## src/display_window_pixel_streamer_macros.svh

```systemverilog
// ---------------------------------------------------------------------------
// Assertion macros for the display window pixel streamer
// Shared property forms with an asynchronous active-low reset disable.
// ---------------------------------------------------------------------------
`ifndef DISPLAY_WINDOW_PIXEL_STREAMER_MACROS_SVH
`define DISPLAY_WINDOW_PIXEL_STREAMER_MACROS_SVH

// Consequent must hold in the same cycle as the antecedent
`define DWPS_ASSERT_SAME(label, clk, rst_n, ante, cons, msg) \
    label: assert property (@(posedge clk) disable iff (!rst_n) (ante) |-> (cons)) \
        else $error(msg);

// Consequent must hold in the cycle after the antecedent
`define DWPS_ASSERT_NEXT(label, clk, rst_n, ante, cons, msg) \
    label: assert property (@(posedge clk) disable iff (!rst_n) (ante) |=> (cons)) \
        else $error(msg);

`endif

```

## src/dwps_pkg.sv

```systemverilog
// ---------------------------------------------------------------------------
// Display window pixel streamer package
// Panel geometry, controller commands, status codes and the job descriptor
// passed from the front end to the byte sequencer.
// ---------------------------------------------------------------------------
`default_nettype none

package dwps_pkg;

    // Panel geometry
    localparam logic [8:0] PANEL_WIDTH  = 9'd240;
    localparam logic [8:0] PANEL_HEIGHT = 9'd240;

    // Chunk size saturation bounds
    localparam logic [15:0] CHUNK_MIN   = 16'(PANEL_WIDTH);
    localparam logic [15:0] CHUNK_MAX   = 16'd32768;
    localparam logic [15:0] CHUNK_RESET = 16'd2048;

    // Controller commands
    localparam logic [7:0] CMD_COLUMN_SET     = 8'h2A;
    localparam logic [7:0] CMD_ROW_SET        = 8'h2B;
    localparam logic [7:0] CMD_MEM_WRITE      = 8'h2C;
    localparam logic [7:0] CMD_MEM_WRITE_MORE = 8'h3C;

    // Input actions
    localparam logic [1:0] ACT_FILL   = 2'd0;
    localparam logic [1:0] ACT_BITMAP = 2'd1;
    localparam logic [1:0] ACT_PIXEL  = 2'd2;

    // Result status codes
    localparam logic [1:0] STAT_OK       = 2'd0;
    localparam logic [1:0] STAT_REJECT   = 2'd1;
    localparam logic [1:0] STAT_NO_WINDOW = 2'd2;

    // Byte positions of the last byte of each job kind
    localparam logic [3:0] WIN_LAST_IDX = 4'd9;
    localparam logic [3:0] PIX_LAST_IDX = 4'd2;
    localparam logic [3:0] ERR_LAST_IDX = 4'd0;

    // Job queue geometry
    localparam int FIFO_PTR_W = 2;
    localparam int FIFO_DEPTH = 1 << FIFO_PTR_W;
    localparam int FIFO_CNT_W = FIFO_PTR_W + 1;

    typedef enum logic [1:0] {
        JOB_ERROR  = 2'd0,
        JOB_WINDOW = 2'd1,
        JOB_PIXEL  = 2'd2
    } dwps_kind_t;

    // One queued job: everything the sequencer needs to emit its bytes
    typedef struct packed {
        dwps_kind_t  kind;
        logic [1:0]  status;
        logic [7:0]  xs;
        logic [7:0]  xe;
        logic [7:0]  ys;
        logic [7:0]  ye;
        logic [15:0] px;
        logic        has_cmd;
        logic        cmd_more;
        logic        done;
    } dwps_job_t;

    // Queue write strobe from the front end
    typedef struct packed {
        logic push;
    } dwps_qwr_t;

endpackage

`default_nettype wire

```

## src/dwps_channels.sv

```systemverilog
// ---------------------------------------------------------------------------
// Display window pixel streamer channels
// Valid/ready request channel and byte result channel.
// ---------------------------------------------------------------------------
`default_nettype none

interface dwps_in_if;
    logic        valid;
    logic        ready;
    logic [1:0]  action;
    logic [7:0]  x_start;
    logic [7:0]  y_start;
    logic [7:0]  rect_width;
    logic [7:0]  rect_height;
    logic [15:0] fill_color;
    logic [15:0] pixel_value;

    modport source (
        output valid, action, x_start, y_start, rect_width, rect_height,
               fill_color, pixel_value,
        input  ready
    );
    modport sink (
        input  valid, action, x_start, y_start, rect_width, rect_height,
               fill_color, pixel_value,
        output ready
    );
endinterface

interface dwps_out_if;
    logic       valid;
    logic       ready;
    logic [7:0] out_byte;
    logic       is_data;
    logic [1:0] status;
    logic       rect_done;
    logic       last;

    modport source (
        output valid, out_byte, is_data, status, rect_done, last,
        input  ready
    );
    modport sink (
        input  valid, out_byte, is_data, status, rect_done, last,
        output ready
    );
endinterface

`default_nettype wire

```

## src/display_window_pixel_streamer.sv

```systemverilog
// ---------------------------------------------------------------------------
// Display window pixel streamer
// Turns rectangle draw requests into a command/data tagged byte stream for a
// serial RGB565 display controller.
// ---------------------------------------------------------------------------
// Usage:
//   in_ch carries requests (fill start, bitmap start, pixel); a transfer
//   happens when valid and ready are both high. out_ch carries one byte per
//   transfer with its command/data flag, status, rect_done and last.
//   cfg_we/cfg_data write the chunk size; write it only while idle.
// Path: a request is written into the job queue, and its first byte is then
//   loaded into the output register. The output runs at one byte per cycle
//   while out_ch.ready stays high: a start gives ten bytes, a pixel two, or
//   three when it opens a chunk; an error gives one.
// Throughput is set by the single output byte register; requests queue in
//   a four-entry job queue and are accepted while it has room, so a new
//   request is taken while earlier bytes are still being sent.
// Reset: window closed, chunk size 2048, queue and output empty.
// Stall: when out_ch.ready is low the current byte holds; once the queue
//   fills, in_ch.ready drops until bytes drain.
// ---------------------------------------------------------------------------
`default_nettype none

module display_window_pixel_streamer import dwps_pkg::*; (
    input  wire logic        clk,
    input  wire logic        rst_n,
    input  wire logic        cfg_we,
    input  wire logic [15:0] cfg_data,
    dwps_in_if.sink          in_ch,
    dwps_out_if.source       out_ch
);

    dwps_qwr_t q_wr;
    dwps_job_t wr_job;
    dwps_job_t rd_job;
    logic      q_full;
    logic      q_not_empty;
    logic      q_pop;

    // request classification and window state
    dwps_front u_front (
        .clk      (clk),
        .rst_n    (rst_n),
        .cfg_we   (cfg_we),
        .cfg_data (cfg_data),
        .in_ch    (in_ch),
        .q_wr     (q_wr),
        .q_full   (q_full),
        .q_job    (wr_job)
    );

    // job queue
    dwps_fifo u_fifo (
        .clk       (clk),
        .rst_n     (rst_n),
        .wr        (q_wr),
        .wr_job    (wr_job),
        .full      (q_full),
        .pop       (q_pop),
        .not_empty (q_not_empty),
        .rd_job    (rd_job)
    );

    // byte sequencer
    dwps_back u_back (
        .clk         (clk),
        .rst_n       (rst_n),
        .q_not_empty (q_not_empty),
        .q_job       (rd_job),
        .q_pop       (q_pop),
        .out_ch      (out_ch)
    );

endmodule

`default_nettype wire

```

## src/dwps_fifo.sv

```systemverilog
// ---------------------------------------------------------------------------
// Job queue
// Small register queue that decouples the front end from the sequencer.
// ---------------------------------------------------------------------------
`default_nettype none

`include "display_window_pixel_streamer_macros.svh"

module dwps_fifo import dwps_pkg::*; (
    input  wire logic      clk,
    input  wire logic      rst_n,
    input  wire dwps_qwr_t wr,
    input  wire dwps_job_t wr_job,
    output logic           full,
    input  wire logic      pop,
    output logic           not_empty,
    output dwps_job_t      rd_job
);

    dwps_job_t               mem_reg [FIFO_DEPTH];
    logic [FIFO_PTR_W-1:0]   wr_ptr_reg;
    logic [FIFO_PTR_W-1:0]   rd_ptr_reg;
    logic [FIFO_CNT_W-1:0]   count_reg;
    logic [FIFO_CNT_W-1:0]   count_next;

    assign full      = (count_reg == FIFO_CNT_W'(FIFO_DEPTH));
    assign not_empty = (count_reg != '0);
    assign rd_job    = mem_reg[rd_ptr_reg];

    // occupancy
    always_comb
    begin
        count_next = count_reg;
        if (wr.push && !pop)
        begin
            count_next = count_reg + 1'b1;
        end
        else if (pop && !wr.push)
        begin
            count_next = count_reg - 1'b1;
        end
    end

    // pointers
    always_ff @(posedge clk or negedge rst_n)
    begin
        if (!rst_n)
        begin
            wr_ptr_reg <= '0;
            rd_ptr_reg <= '0;
            count_reg  <= '0;
        end
        else
        begin
            if (wr.push)
            begin
                wr_ptr_reg <= wr_ptr_reg + 1'b1;
            end
            if (pop)
            begin
                rd_ptr_reg <= rd_ptr_reg + 1'b1;
            end
            count_reg <= count_next;
        end
    end

    // storage, no reset needed
    always_ff @(posedge clk)
    begin
        if (wr.push)
        begin
            mem_reg[wr_ptr_reg] <= wr_job;
        end
    end

    `DWPS_ASSERT_SAME(a_push_room, clk, rst_n, wr.push, !full, "push into full job queue")
    `DWPS_ASSERT_SAME(a_pop_data, clk, rst_n, pop, not_empty, "pop from empty job queue")
    `DWPS_ASSERT_NEXT(a_count_up, clk, rst_n, wr.push && !pop, count_reg == $past(count_reg) + 1'b1, "queue count did not grow on push")

endmodule

`default_nettype wire

```

## src/dwps_front.sv

```systemverilog
// ---------------------------------------------------------------------------
// Front end
// Accepts requests, checks rectangles, tracks window and chunk state and
// queues one job per request that produces bytes.
// ---------------------------------------------------------------------------
`default_nettype none

module dwps_front import dwps_pkg::*; (
    input  wire logic        clk,
    input  wire logic        rst_n,
    input  wire logic        cfg_we,
    input  wire logic [15:0] cfg_data,
    dwps_in_if.sink          in_ch,
    output dwps_qwr_t        q_wr,
    input  wire logic        q_full,
    output dwps_job_t        q_job
);

    logic [15:0] chunk_pixels_reg;
    logic        window_open_reg,  window_open_next;
    logic        fill_mode_reg,    fill_mode_next;
    logic [15:0] held_color_reg,   held_color_next;
    logic [15:0] pixels_rem_reg,   pixels_rem_next;
    logic [14:0] chunk_pos_reg,    chunk_pos_next;
    logic        first_chunk_reg,  first_chunk_next;

    logic        accept;
    logic        is_start;
    logic        rect_bad;
    logic [8:0]  x_end_sum;
    logic [8:0]  y_end_sum;
    logic [15:0] chunk_lim;
    logic [15:0] pos_inc;
    logic [15:0] area;

    assign in_ch.ready = !q_full;
    assign accept      = in_ch.valid && in_ch.ready;
    assign is_start    = (in_ch.action == ACT_FILL) || (in_ch.action == ACT_BITMAP);

    // bounds check
    assign x_end_sum = {1'b0, in_ch.x_start} + {1'b0, in_ch.rect_width};
    assign y_end_sum = {1'b0, in_ch.y_start} + {1'b0, in_ch.rect_height};
    assign rect_bad  = (in_ch.rect_width == '0) || (in_ch.rect_height == '0) ||
                       (x_end_sum > PANEL_WIDTH) || (y_end_sum > PANEL_HEIGHT);
    assign area      = 16'(in_ch.rect_width) * 16'(in_ch.rect_height);

    // chunk size saturated to its legal range
    always_comb
    begin
        if (chunk_pixels_reg < CHUNK_MIN)
        begin
            chunk_lim = CHUNK_MIN;
        end
        else if (chunk_pixels_reg > CHUNK_MAX)
        begin
            chunk_lim = CHUNK_MAX;
        end
        else
        begin
            chunk_lim = chunk_pixels_reg;
        end
    end

    assign pos_inc = {1'b0, chunk_pos_reg} + 16'd1;

    // classify the request and update window state
    always_comb
    begin
        window_open_next = window_open_reg;
        fill_mode_next   = fill_mode_reg;
        held_color_next  = held_color_reg;
        pixels_rem_next  = pixels_rem_reg;
        chunk_pos_next   = chunk_pos_reg;
        first_chunk_next = first_chunk_reg;
        q_wr.push        = 1'b0;
        q_job            = '0;
        q_job.kind       = JOB_ERROR;
        q_job.status     = STAT_OK;

        if (accept && is_start)
        begin
            q_wr.push = 1'b1;
            if (rect_bad)
            begin
                q_job.status = STAT_REJECT;
            end
            else
            begin
                q_job.kind       = JOB_WINDOW;
                q_job.xs         = in_ch.x_start;
                q_job.xe         = x_end_sum[7:0] - 8'd1;
                q_job.ys         = in_ch.y_start;
                q_job.ye         = y_end_sum[7:0] - 8'd1;
                window_open_next = 1'b1;
                fill_mode_next   = (in_ch.action == ACT_FILL);
                held_color_next  = in_ch.fill_color;
                pixels_rem_next  = area;
                chunk_pos_next   = '0;
                first_chunk_next = 1'b1;
            end
        end
        else if (accept && (in_ch.action == ACT_PIXEL))
        begin
            q_wr.push = 1'b1;
            if (!window_open_reg)
            begin
                q_job.status = STAT_NO_WINDOW;
            end
            else
            begin
                q_job.kind     = JOB_PIXEL;
                q_job.px       = fill_mode_reg ? held_color_reg : in_ch.pixel_value;
                q_job.has_cmd  = (chunk_pos_reg == '0);
                q_job.cmd_more = !first_chunk_reg;
                pixels_rem_next = pixels_rem_reg - 16'd1;
                q_job.done      = (pixels_rem_next == '0);
                if (pos_inc >= chunk_lim)
                begin
                    chunk_pos_next   = '0;
                    first_chunk_next = 1'b0;
                end
                else
                begin
                    chunk_pos_next = pos_inc[14:0];
                end
                if (q_job.done)
                begin
                    window_open_next = 1'b0;
                end
            end
        end
    end

    // state registers
    always_ff @(posedge clk or negedge rst_n)
    begin
        if (!rst_n)
        begin
            chunk_pixels_reg <= CHUNK_RESET;
            window_open_reg  <= 1'b0;
            fill_mode_reg    <= 1'b0;
            held_color_reg   <= '0;
            pixels_rem_reg   <= '0;
            chunk_pos_reg    <= '0;
            first_chunk_reg  <= 1'b1;
        end
        else
        begin
            if (cfg_we)
            begin
                chunk_pixels_reg <= cfg_data;
            end
            window_open_reg <= window_open_next;
            fill_mode_reg   <= fill_mode_next;
            held_color_reg  <= held_color_next;
            pixels_rem_reg  <= pixels_rem_next;
            chunk_pos_reg   <= chunk_pos_next;
            first_chunk_reg <= first_chunk_next;
        end
    end

endmodule

`default_nettype wire

```

## src/dwps_back.sv

```systemverilog
// ---------------------------------------------------------------------------
// Byte sequencer
// Expands the job at the queue head into controller bytes, one per cycle
// unless out_ch.ready holds the output, into an output register.
// ---------------------------------------------------------------------------
`default_nettype none

`include "display_window_pixel_streamer_macros.svh"

module dwps_back import dwps_pkg::*; (
    input  wire logic      clk,
    input  wire logic      rst_n,
    input  wire logic      q_not_empty,
    input  wire dwps_job_t q_job,
    output logic           q_pop,
    dwps_out_if.source     out_ch
);

    logic [3:0] cnt_reg;
    logic [3:0] idx;
    logic [3:0] last_idx;
    logic       load;
    logic       is_last;

    logic       valid_reg;
    logic [7:0] byte_reg,   byte_next;
    logic       data_reg,   data_next;
    logic [1:0] status_reg;
    logic       done_reg,   done_next;
    logic       last_reg;

    assign load  = q_not_empty && (!valid_reg || out_ch.ready);
    // a pixel job without a chunk command starts at its high byte
    assign idx   = cnt_reg + {3'b000, (q_job.kind == JOB_PIXEL) && !q_job.has_cmd};

    always_comb
    begin
        unique case (q_job.kind)
            JOB_WINDOW: last_idx = WIN_LAST_IDX;
            JOB_PIXEL:  last_idx = PIX_LAST_IDX;
            default:    last_idx = ERR_LAST_IDX;
        endcase
    end

    assign is_last = (idx == last_idx);
    assign q_pop   = load && is_last;

    // byte selection; window high bytes are zero as coordinates fit in 8 bits
    always_comb
    begin
        byte_next = 8'h00;
        data_next = 1'b1;
        done_next = 1'b0;
        unique case (q_job.kind)
            JOB_WINDOW:
            begin
                case (idx)
                    4'd0:
                    begin
                        byte_next = CMD_COLUMN_SET;
                        data_next = 1'b0;
                    end
                    4'd2:    byte_next = q_job.xs;
                    4'd4:    byte_next = q_job.xe;
                    4'd5:
                    begin
                        byte_next = CMD_ROW_SET;
                        data_next = 1'b0;
                    end
                    4'd7:    byte_next = q_job.ys;
                    4'd9:    byte_next = q_job.ye;
                    default: byte_next = 8'h00;
                endcase
            end
            JOB_PIXEL:
            begin
                case (idx)
                    4'd0:
                    begin
                        byte_next = q_job.cmd_more ? CMD_MEM_WRITE_MORE : CMD_MEM_WRITE;
                        data_next = 1'b0;
                    end
                    4'd1:    byte_next = q_job.px[15:8];
                    default:
                    begin
                        byte_next = q_job.px[7:0];
                        done_next = q_job.done;
                    end
                endcase
            end
            default:
            begin
                data_next = 1'b0;
            end
        endcase
    end

    // byte counter and output register
    always_ff @(posedge clk or negedge rst_n)
    begin
        if (!rst_n)
        begin
            cnt_reg   <= '0;
            valid_reg <= 1'b0;
        end
        else
        begin
            if (load)
            begin
                cnt_reg   <= is_last ? 4'd0 : cnt_reg + 4'd1;
                valid_reg <= 1'b1;
            end
            else if (out_ch.ready)
            begin
                valid_reg <= 1'b0;
            end
        end
    end

    always_ff @(posedge clk)
    begin
        if (load)
        begin
            byte_reg   <= byte_next;
            data_reg   <= data_next;
            status_reg <= q_job.status;
            done_reg   <= done_next;
            last_reg   <= is_last;
        end
    end

    assign out_ch.valid     = valid_reg;
    assign out_ch.out_byte  = byte_reg;
    assign out_ch.is_data   = data_reg;
    assign out_ch.status    = status_reg;
    assign out_ch.rect_done = done_reg;
    assign out_ch.last      = last_reg;

    `DWPS_ASSERT_SAME(a_pop_on_load, clk, rst_n, q_pop, load && q_not_empty, "job popped without a transfer slot")
    `DWPS_ASSERT_SAME(a_err_single, clk, rst_n, valid_reg && (status_reg != STAT_OK), last_reg && !done_reg && !data_reg, "error result not a lone command-flagged byte")
    `DWPS_ASSERT_SAME(a_done_last, clk, rst_n, valid_reg && done_reg, last_reg && data_reg, "rect_done away from final pixel byte")

endmodule

`default_nettype wire
```

## src/flat_wrapper.sv

```systemverilog
// flat-port wrapper written by rule: the top's interface ports become plain ports
module display_window_pixel_streamer_flat import dwps_pkg::*;
  (clk, rst_n, cfg_we, cfg_data, in_ch_valid, in_ch_action, in_ch_x_start, in_ch_y_start, in_ch_rect_width, in_ch_rect_height, in_ch_fill_color, in_ch_pixel_value, in_ch_ready, out_ch_valid, out_ch_out_byte, out_ch_is_data, out_ch_status, out_ch_rect_done, out_ch_last, out_ch_ready);
  dwps_in_if in_ch_i ();
  dwps_out_if out_ch_i ();
  input  wire logic clk;
  input  wire logic rst_n;
  input  wire logic cfg_we;
  input  wire logic [15:0] cfg_data;
  input wire logic [$bits(in_ch_i.valid)-1:0] in_ch_valid;
  input wire logic [$bits(in_ch_i.action)-1:0] in_ch_action;
  input wire logic [$bits(in_ch_i.x_start)-1:0] in_ch_x_start;
  input wire logic [$bits(in_ch_i.y_start)-1:0] in_ch_y_start;
  input wire logic [$bits(in_ch_i.rect_width)-1:0] in_ch_rect_width;
  input wire logic [$bits(in_ch_i.rect_height)-1:0] in_ch_rect_height;
  input wire logic [$bits(in_ch_i.fill_color)-1:0] in_ch_fill_color;
  input wire logic [$bits(in_ch_i.pixel_value)-1:0] in_ch_pixel_value;
  output wire logic [$bits(in_ch_i.ready)-1:0] in_ch_ready;
  output wire logic [$bits(out_ch_i.valid)-1:0] out_ch_valid;
  output wire logic [$bits(out_ch_i.out_byte)-1:0] out_ch_out_byte;
  output wire logic [$bits(out_ch_i.is_data)-1:0] out_ch_is_data;
  output wire logic [$bits(out_ch_i.status)-1:0] out_ch_status;
  output wire logic [$bits(out_ch_i.rect_done)-1:0] out_ch_rect_done;
  output wire logic [$bits(out_ch_i.last)-1:0] out_ch_last;
  input wire logic [$bits(out_ch_i.ready)-1:0] out_ch_ready;
  assign in_ch_i.valid = in_ch_valid;
  assign in_ch_i.action = in_ch_action;
  assign in_ch_i.x_start = in_ch_x_start;
  assign in_ch_i.y_start = in_ch_y_start;
  assign in_ch_i.rect_width = in_ch_rect_width;
  assign in_ch_i.rect_height = in_ch_rect_height;
  assign in_ch_i.fill_color = in_ch_fill_color;
  assign in_ch_i.pixel_value = in_ch_pixel_value;
  assign in_ch_ready = in_ch_i.ready;
  assign out_ch_valid = out_ch_i.valid;
  assign out_ch_out_byte = out_ch_i.out_byte;
  assign out_ch_is_data = out_ch_i.is_data;
  assign out_ch_status = out_ch_i.status;
  assign out_ch_rect_done = out_ch_i.rect_done;
  assign out_ch_last = out_ch_i.last;
  assign out_ch_i.ready = out_ch_ready;
  display_window_pixel_streamer u_core (.clk(clk), .rst_n(rst_n), .cfg_we(cfg_we), .cfg_data(cfg_data), .in_ch(in_ch_i), .out_ch(out_ch_i));
endmodule
```

## config.mk

```make
export PLATFORM = sky130hd
export DESIGN_NAME = display_window_pixel_streamer_flat
export DESIGN_NICKNAME = d
export VERILOG_FILES = /design/src/dwps_pkg.sv /design/src/dwps_channels.sv /design/src/display_window_pixel_streamer.sv /design/src/dwps_fifo.sv /design/src/dwps_front.sv /design/src/dwps_back.sv /design/src/flat_wrapper.sv
export VERILOG_INCLUDE_DIRS = /design/src /design/src/src
export SDC_FILE = /design/constraint.sdc
export NUM_CORES = 1
export LEC_CHECK = 0
export ABC_AREA = 1
export BUFFER_PORTS_ARGS = -buffer_cell sky130_fd_sc_hd__clkbuf_2
export CAP_MARGIN = 25
export CORE_ASPECT_RATIO = 0.75
export CORE_UTILIZATION = 55
export CTS_CLUSTER_SIZE = 10
export DETAILED_ROUTE_END_ITERATION = 16
export GPL_ROUTABILITY_DRIVEN = 0
export PLACE_DENSITY_LB_ADDON = 0.1
export SYNTH_ARGS = -nofsm -noshare
export SYNTH_HDL_FRONTEND = slang
export SYNTH_SLANG_ARGS = --single-unit
```

## constraint.sdc

```tcl
create_clock -name clk -period 7.05 [get_ports clk]
set_input_delay 0.3525 -clock clk [delete_from_list [all_inputs] [get_ports clk]]
set_output_delay 0.3525 -clock clk [all_outputs]
set_load 0.05 [all_outputs]
```

Word level (Yosys, flattened, before mapping)
Memories as Yosys holds them, arrays and structs flattened.
Cells that the tools add are included.

word-level totals
  register bits after elaboration = 91
  memory bits (writable) = 220
  input port bits = 87
  memories = 1

memories
  memory                 depth  width  rd ports  clocked after Yosys merged registers in  write ports  RTL line         source
  u_core.u_fifo.mem_reg  4      55     1         0                                        1            dwps_fifo.sv:20  dwps_job_t mem_reg [FIFO_DEPTH];

operators by class
  add/sub/neg operators = 12
  $mul = 1
  magnitude comparators = 5
  equality and inequality tests = 13
  multiplexer cells = 49
  bitwise gates (word level) = 2
  reductions and logical operators = 37

operators with widths
  operator                 number
  $mux W16                 7
  $mux W15                 5
  $mux W32                 2
  $mux W19                 3
  $pmux W8 S6              1
  $pmux W8 S2              2
  $mux W1                  19
  $add A8 B8 Y9            2
  $gt A9 B8 Y1 const B     2
  $add A15 B1 Y16 const B  1
  $ge A16 B16 Y1           1
  $gt A16 B16 Y1 const B   1
  $logic_not A16 Y1        1
  $logic_not A8 Y1         2
  $lt A16 B8 Y1 const B    1
  $mul A8 B8 Y16           1
  $sub A16 B1 Y16 const B  1
  $sub A8 B1 Y8 const B    2
  $logic_not A15 Y1        1
  $eq A4 B3 Y1 const B     3
  $mux W4                  3
  $reduce_bool A2 Y1       5
  $logic_and A1 B1 Y1      8
  $pmux W4 S2              1
  other kinds (28)         44

Longest topological paths before layout
  depth in word-level cells = 10
  depth in mapped cells = 26
  depth with buffers taken out = 23

Modules after synthesis
From an unflattened synthesis, not the netlist that was laid out.

unflattened totals
  cells, all modules = 2067
  area total of the unflattened synthesis = 19082.1 µm²

modules (own cells, without submodules)
  module      instances  cells an instance  area an instance (µm²)  sequential area each (µm²)
  dwps_fifo   1          691                9614.2                  6781.5
  dwps_front  1          1178               7906.3                  1654.1
  dwps_back   1          198                1561.5                  515.5

Worst setup path before layout
Ideal clock, no wire load.

  kind = register to register
  from = register u_core.u_fifo.count_reg[0]
  to = memory u_core.u_fifo.mem_reg[0][0] (netlist name), enable pin
  data arrival time = 3.857 ns
  required time = 6.582 ns
  slack = 2.725 ns
  cell stages (with the launch flop) = 8
  path buffers = 1
  cell sequence = dfrtp_1 > inv_1 > nand3_1 > nand2_1 > nor2_1 > buf_2 > nor2_1 > nor2_1

between the ends
  longest elaborated chain between the ends = 8
  elaborated cells on any way between the ends = 9
  classes of those cells = eq/ne (1); mux (4); reduce/logical (4)

ends and longest elaborated chain
  element                            RTL line            source
  from (decl)                        dwps_fifo.sv:23     logic [FIFO_CNT_W-1:0] count_reg;
  from (signal assigned)             dwps_fifo.sv:63     count_reg <= count_next;
  $eq A3 B3 Y1 (*)                   dwps_fifo.sv:26     assign full = (count_reg == FIFO_CNT_W'(FIFO_DEPTH));
  $logic_not A1 Y1 (*)               dwps_front.sv:36    assign in_ch.ready = !q_full;
  named net in_ch_ready              flat_wrapper.sv:18  output wire logic [$bits(in_ch_i.ready)-1:0] in_ch_ready;
  $logic_and A1 B1 Y1 (*)            dwps_front.sv:37    assign accept = in_ch.valid && in_ch.ready;
  $logic_and A1 B1 Y1                dwps_front.sv:102   else if (accept && (in_ch.action == ACT_PIXEL))
  $mux W1                            dwps_front.sv:102
  $mux W1 (*)                        dwps_front.sv:80    if (accept && is_start)
  $mux W1 (*)                        dwps_fifo.sv:70     if (wr.push)
  $mux W1 (not written as such) (*)  dwps_fifo.sv:72     mem_reg[wr_ptr_reg] <= wr_job;
  to (decl)                          dwps_fifo.sv:20

The timed path passes the listed nets; every way through them passes the cells marked *.

Worst setup path in the final report
  from = register u_core.u_fifo.rd_ptr_reg[0]
  to = register u_core.u_fifo.count_reg[2]

between the ends
  longest elaborated chain between the ends = 9
  elaborated cells on any way between the ends = 14
  classes of those cells = add/sub (1); eq/ne (3); mux (2); reduce/logical (7); memory (1)

ends and longest elaborated chain
  element                                                  RTL line                          source
  from (decl)                                              dwps_fifo.sv:22                   logic [FIFO_PTR_W-1:0] rd_ptr_reg;
  from (signal assigned)                                   dwps_fifo.sv:61                   rd_ptr_reg <= rd_ptr_reg + 1'b1;
  $mem_v2 Z4 W55 (*)                                       -
  $eq A2 B2 Y1 / $logic_not A1 Y1 (equally long branches)  dwps_back.sv:34, dwps_back.sv:38
  $logic_and A1 B1 Y1                                      dwps_back.sv:34                   assign idx = cnt_reg + {3'b000, (q_job.kind == JOB_PIXEL) && !q_job.has_cmd};
  $add A4 B1 Y4                                            dwps_back.sv:34
  $eq A4 B4 Y1 (*)                                         dwps_back.sv:45                   assign is_last = (idx == last_idx);
  named net u_core.u_back.is_last                          dwps_back.sv:23                   logic is_last;
  $logic_and A1 B1 Y1 (*)                                  dwps_back.sv:46                   assign q_pop = load && is_last;
  $logic_not A1 Y1                                         dwps_fifo.sv:34                   if (wr.push && !pop)
  $logic_and A1 B1 Y1                                      dwps_fifo.sv:34
  $mux W3 / $reduce_bool A2 Y1 (equally long branches)     -

Marked as above.
A chain may end at the register's enable or synchronous reset.

==> flow_metrics.py <==
metrics = {
    "floorplanning": {
        "core-area_sq_um": 31400,
        "start_util_pct": 56.3,
        "ioPinCount": 102,
        "dieArea_sq_um": 32800,
        "die_y_um": 157,
        "rows": 56,
        "die_x_um": 209,
    },
    "worst_setup_path": {
        "start_kind": "register",
        "timing.critical_path.buf_inv": 4,
        "path_cells": "inv_2 > nand2_1 > a32oi_1 > ha_1 > inv_1 > a21oi_1 > ha_1 > ha_1 > xor2_1 > inv_1 > nand3_1 > a211oi_2 > nand2_2 > ha_1 > inv_1 > fa_1 > a21oi_1 > o21ai_0 > xor2_1",
        "max_stage_delay_ps": 650,
        "end_kind": "register",
        "crit_path_frequent_cell": "ha_1",
        "crit_fanout": 49,
        "crit_family": "adder cells",
        "cp.required_ps": 7460,
        "slowest_stage": "inv_2",
        "critical_path_class": "reg2reg",
        "cp.arrival_ps": 5040,
    },
    "pwr": {
        "power_density_nw_per_um2": 366,
        "p_leak_uw": 0.00898,
        "p_total_uw": 7160,
        "ir_drop_uv": 272,
    },
    "sta": {
        "fin_tns_setup_ps": 0,
        "clock.fmax_mhz": 216,
        "slew_headroom_pct": 36.9,
        "setup_viol": 0,
        "slew_violations": 0,
        "worst_slew_pin_slew_ps": 947,
        "final_hold_viol_count": 0,
        "skew_ps": 19.1,
        "fin_crit_ps": 4640,
        "rsz0062_at_grt": "no",
        "period_share_pct": 65.8,
    },
    "placement": {
        "dp_hpwl_um": 29000,
        "portBuffers": 101,
    },
    "detailed_routing": {
        "routed_wl_um": 42800,
        "vias_per_cell": 5.50,
        "wl_met1_um": 20600,
        "highest_layer": "met4",
        "drt_iter0_markers": 1301,
        "dr_wl_met3_um": 2390,
        "wl_met2_um": 18900,
        "final_antenna_net_count": 0,
        "first_pass_iters": 6,
        "vias": 13500,
        "drc": 0,
        "routedWlPerCell_um": 17.4,
    },
    "synthesis": {
        "synth_common_cells": "442 x nand2_1, 246 x inv_1, 234 x nor2_1",
        "synth_top_area_share_pct": 39.6,
        "synthFlopType": "edfxtp_1",
        "async_reset_ff_share_pct": 25.1,
        "synth_top_cell_by_area": "edfxtp_1",
        "synth_seq_cells": 311,
        "synth_warnings": 0,
        "synth-seq-area-share_pct": 50.7,
        "synth.most_common_cell": "nand2_1",
        "yosys-top-cells-area": "edfxtp_1 40%, dfrtp_1 11%, nand2_1 9.4%",
        "synthesis.area_sq_um": 17700,
        "synth_nets": 2167,
        "synth-edff-count": 233,
        "syn_avg_cell_area_sq_um": 9.02,
        "syn_inst": 1957,
        "synthDistinctLibCells": 48,
    },
    "clock_tree": {
        "clockBufferDepth": 3,
        "cts.sinks": 311,
        "cts_made_buffers": 37,
        "cts_setup_buffers": 0,
        "cts-htree-levels": 2,
        "tritoncts": "yes",
        "cts_resized": 0,
        "ctsHoldBuffers": 1,
        "clkTransAtPathRegs_ps": 60,
        "clk_latency_ps": 530,
        "cts_root_buf": "clkbuf_16",
    },
    "cells_and_area": {
        "fin_util_pct": 62.3,
        "drive_gt1_share_pct": 9.38,
        "largest_register_ff_count": 220,
        "finalNetCount": 2238,
        "fill_cells": 2714,
        "syn_to_final_growth_pct": 10.7,
    },
    "global_routing": {
        "overflow": 0,
        "grt_max_degree": 95,
        "grt_pass1_vias": 12800,
        "antenna_found_initial": 0,
        "grt_pass1_wl_um": 68500,
        "grt.total_usage_pct": 26.7,
    },
    "run": {
        "maxCapViolations": 0,
    },
    "hold_path": {
        "hp-class": "in2reg",
    },
    "status": {
        "status": "finished clean",
    },
}
==> worst paths after layout <==
kind / from / end / slack [ps] / cells after the start
worst max-delay path: u_core.u_fifo.rd_ptr_reg[0] / u_core.u_fifo.count_reg[2] / 2410 / 19
worst min-delay path: in_ch_fill_color[14] / u_core.u_front.held_color_reg[14] / 20 / 3
worst max register to register: u_core.u_fifo.rd_ptr_reg[0] / u_core.u_fifo.count_reg[2] / 2410 / 19
worst min register to register: u_core.u_front.held_color_reg[2] / u_core.u_front.held_color_reg[2] / 480 / 2
max in group asynchronous: rst_n / u_core.u_fifo.rd_ptr_reg[0] / 5590 / 3
min in group asynchronous: rst_n / u_core.u_front.held_color_reg[12] / 290 / 2
==> per-layer routing <==
metal	vias to the layer above	GRT usage, %
met3	61	3.51
met5	-	0
li1	6635	-
met1	6420	39.2
met4	0	7.04
met2	377	41.8
==> cell families (layout without fill, tap and decap cells) <==
group                    after synthesis  count (layout)  share of synthesized area (%)
adder cells (fa/ha/maj)              123             123                           10.4
other                                  0               1                              0
flip-flops                           311             311                           50.7
buffers and inverters                335             426                           7.64
multiplexers                           9               9                          0.574
XOR/XNOR                              35              35                           1.74
AO/OA/AOI/OAI                        272             272                           8.57
AND/OR/NAND/NOR                      872             872                           20.4
==> cells in the final DEF, fill, tap and decap left out, drive strengths merged, types with 10 or more instances in the layout <==
cell type,instances
nand2,443
nor2,235
o22ai,35
xor2,25
fa,39
nor3,18
nand3,131
nand4,22
inv,249
dfrtp,76
a21oi,82
o21ai,120
buf,18
edfxtp,233
ha,84
xnor2,10
clkbuf,154
==> where the power goes <==
part	internal (uW)	switching, uW	leakage [uW]
logic	884	1980	0.00530
registers	2390	204	0.00317
clock network	979	719	0.000508
==> final cells by class <==
class / count / area [sq um] / area share, %
repair buffers: 119 / 687 / 3.51
well taps: 406 / 508 / 2.60
diodes: 1 / 2.50 / 0.0128
clock buffers: 54 / 990 / 5.06
clock inverters: 5 / 78.8 / 0.403
multi-input cells: 1311 / 7410 / 37.9
flip-flops and latches: 311 / 8950 / 45.8
inverters: 248 / 931 / 4.76
==> through the flow <==
stage	instances	cell area [sq um]	hold slack (ps)	worst slack (ps)
2_1_floorplan	1957	17700	56.9	2730
3_3_place_gp	2390	18400	285	2590
3_5_place_dp	2391	18400	283	2440
4_1_cts	2451	19500	2.66	2430
5_1_grt	2454	19600	20.0	1950
6_report	2455	19600	15.1	2410
==> tightest hold or removal path: cells and delay by family <==
| family | cells | cell delay, ps |
|---|---|---|
| buf+inv | 1 | 80 |
| simple gates | 2 | 80 |
Power figures use the tool's default switching activity.
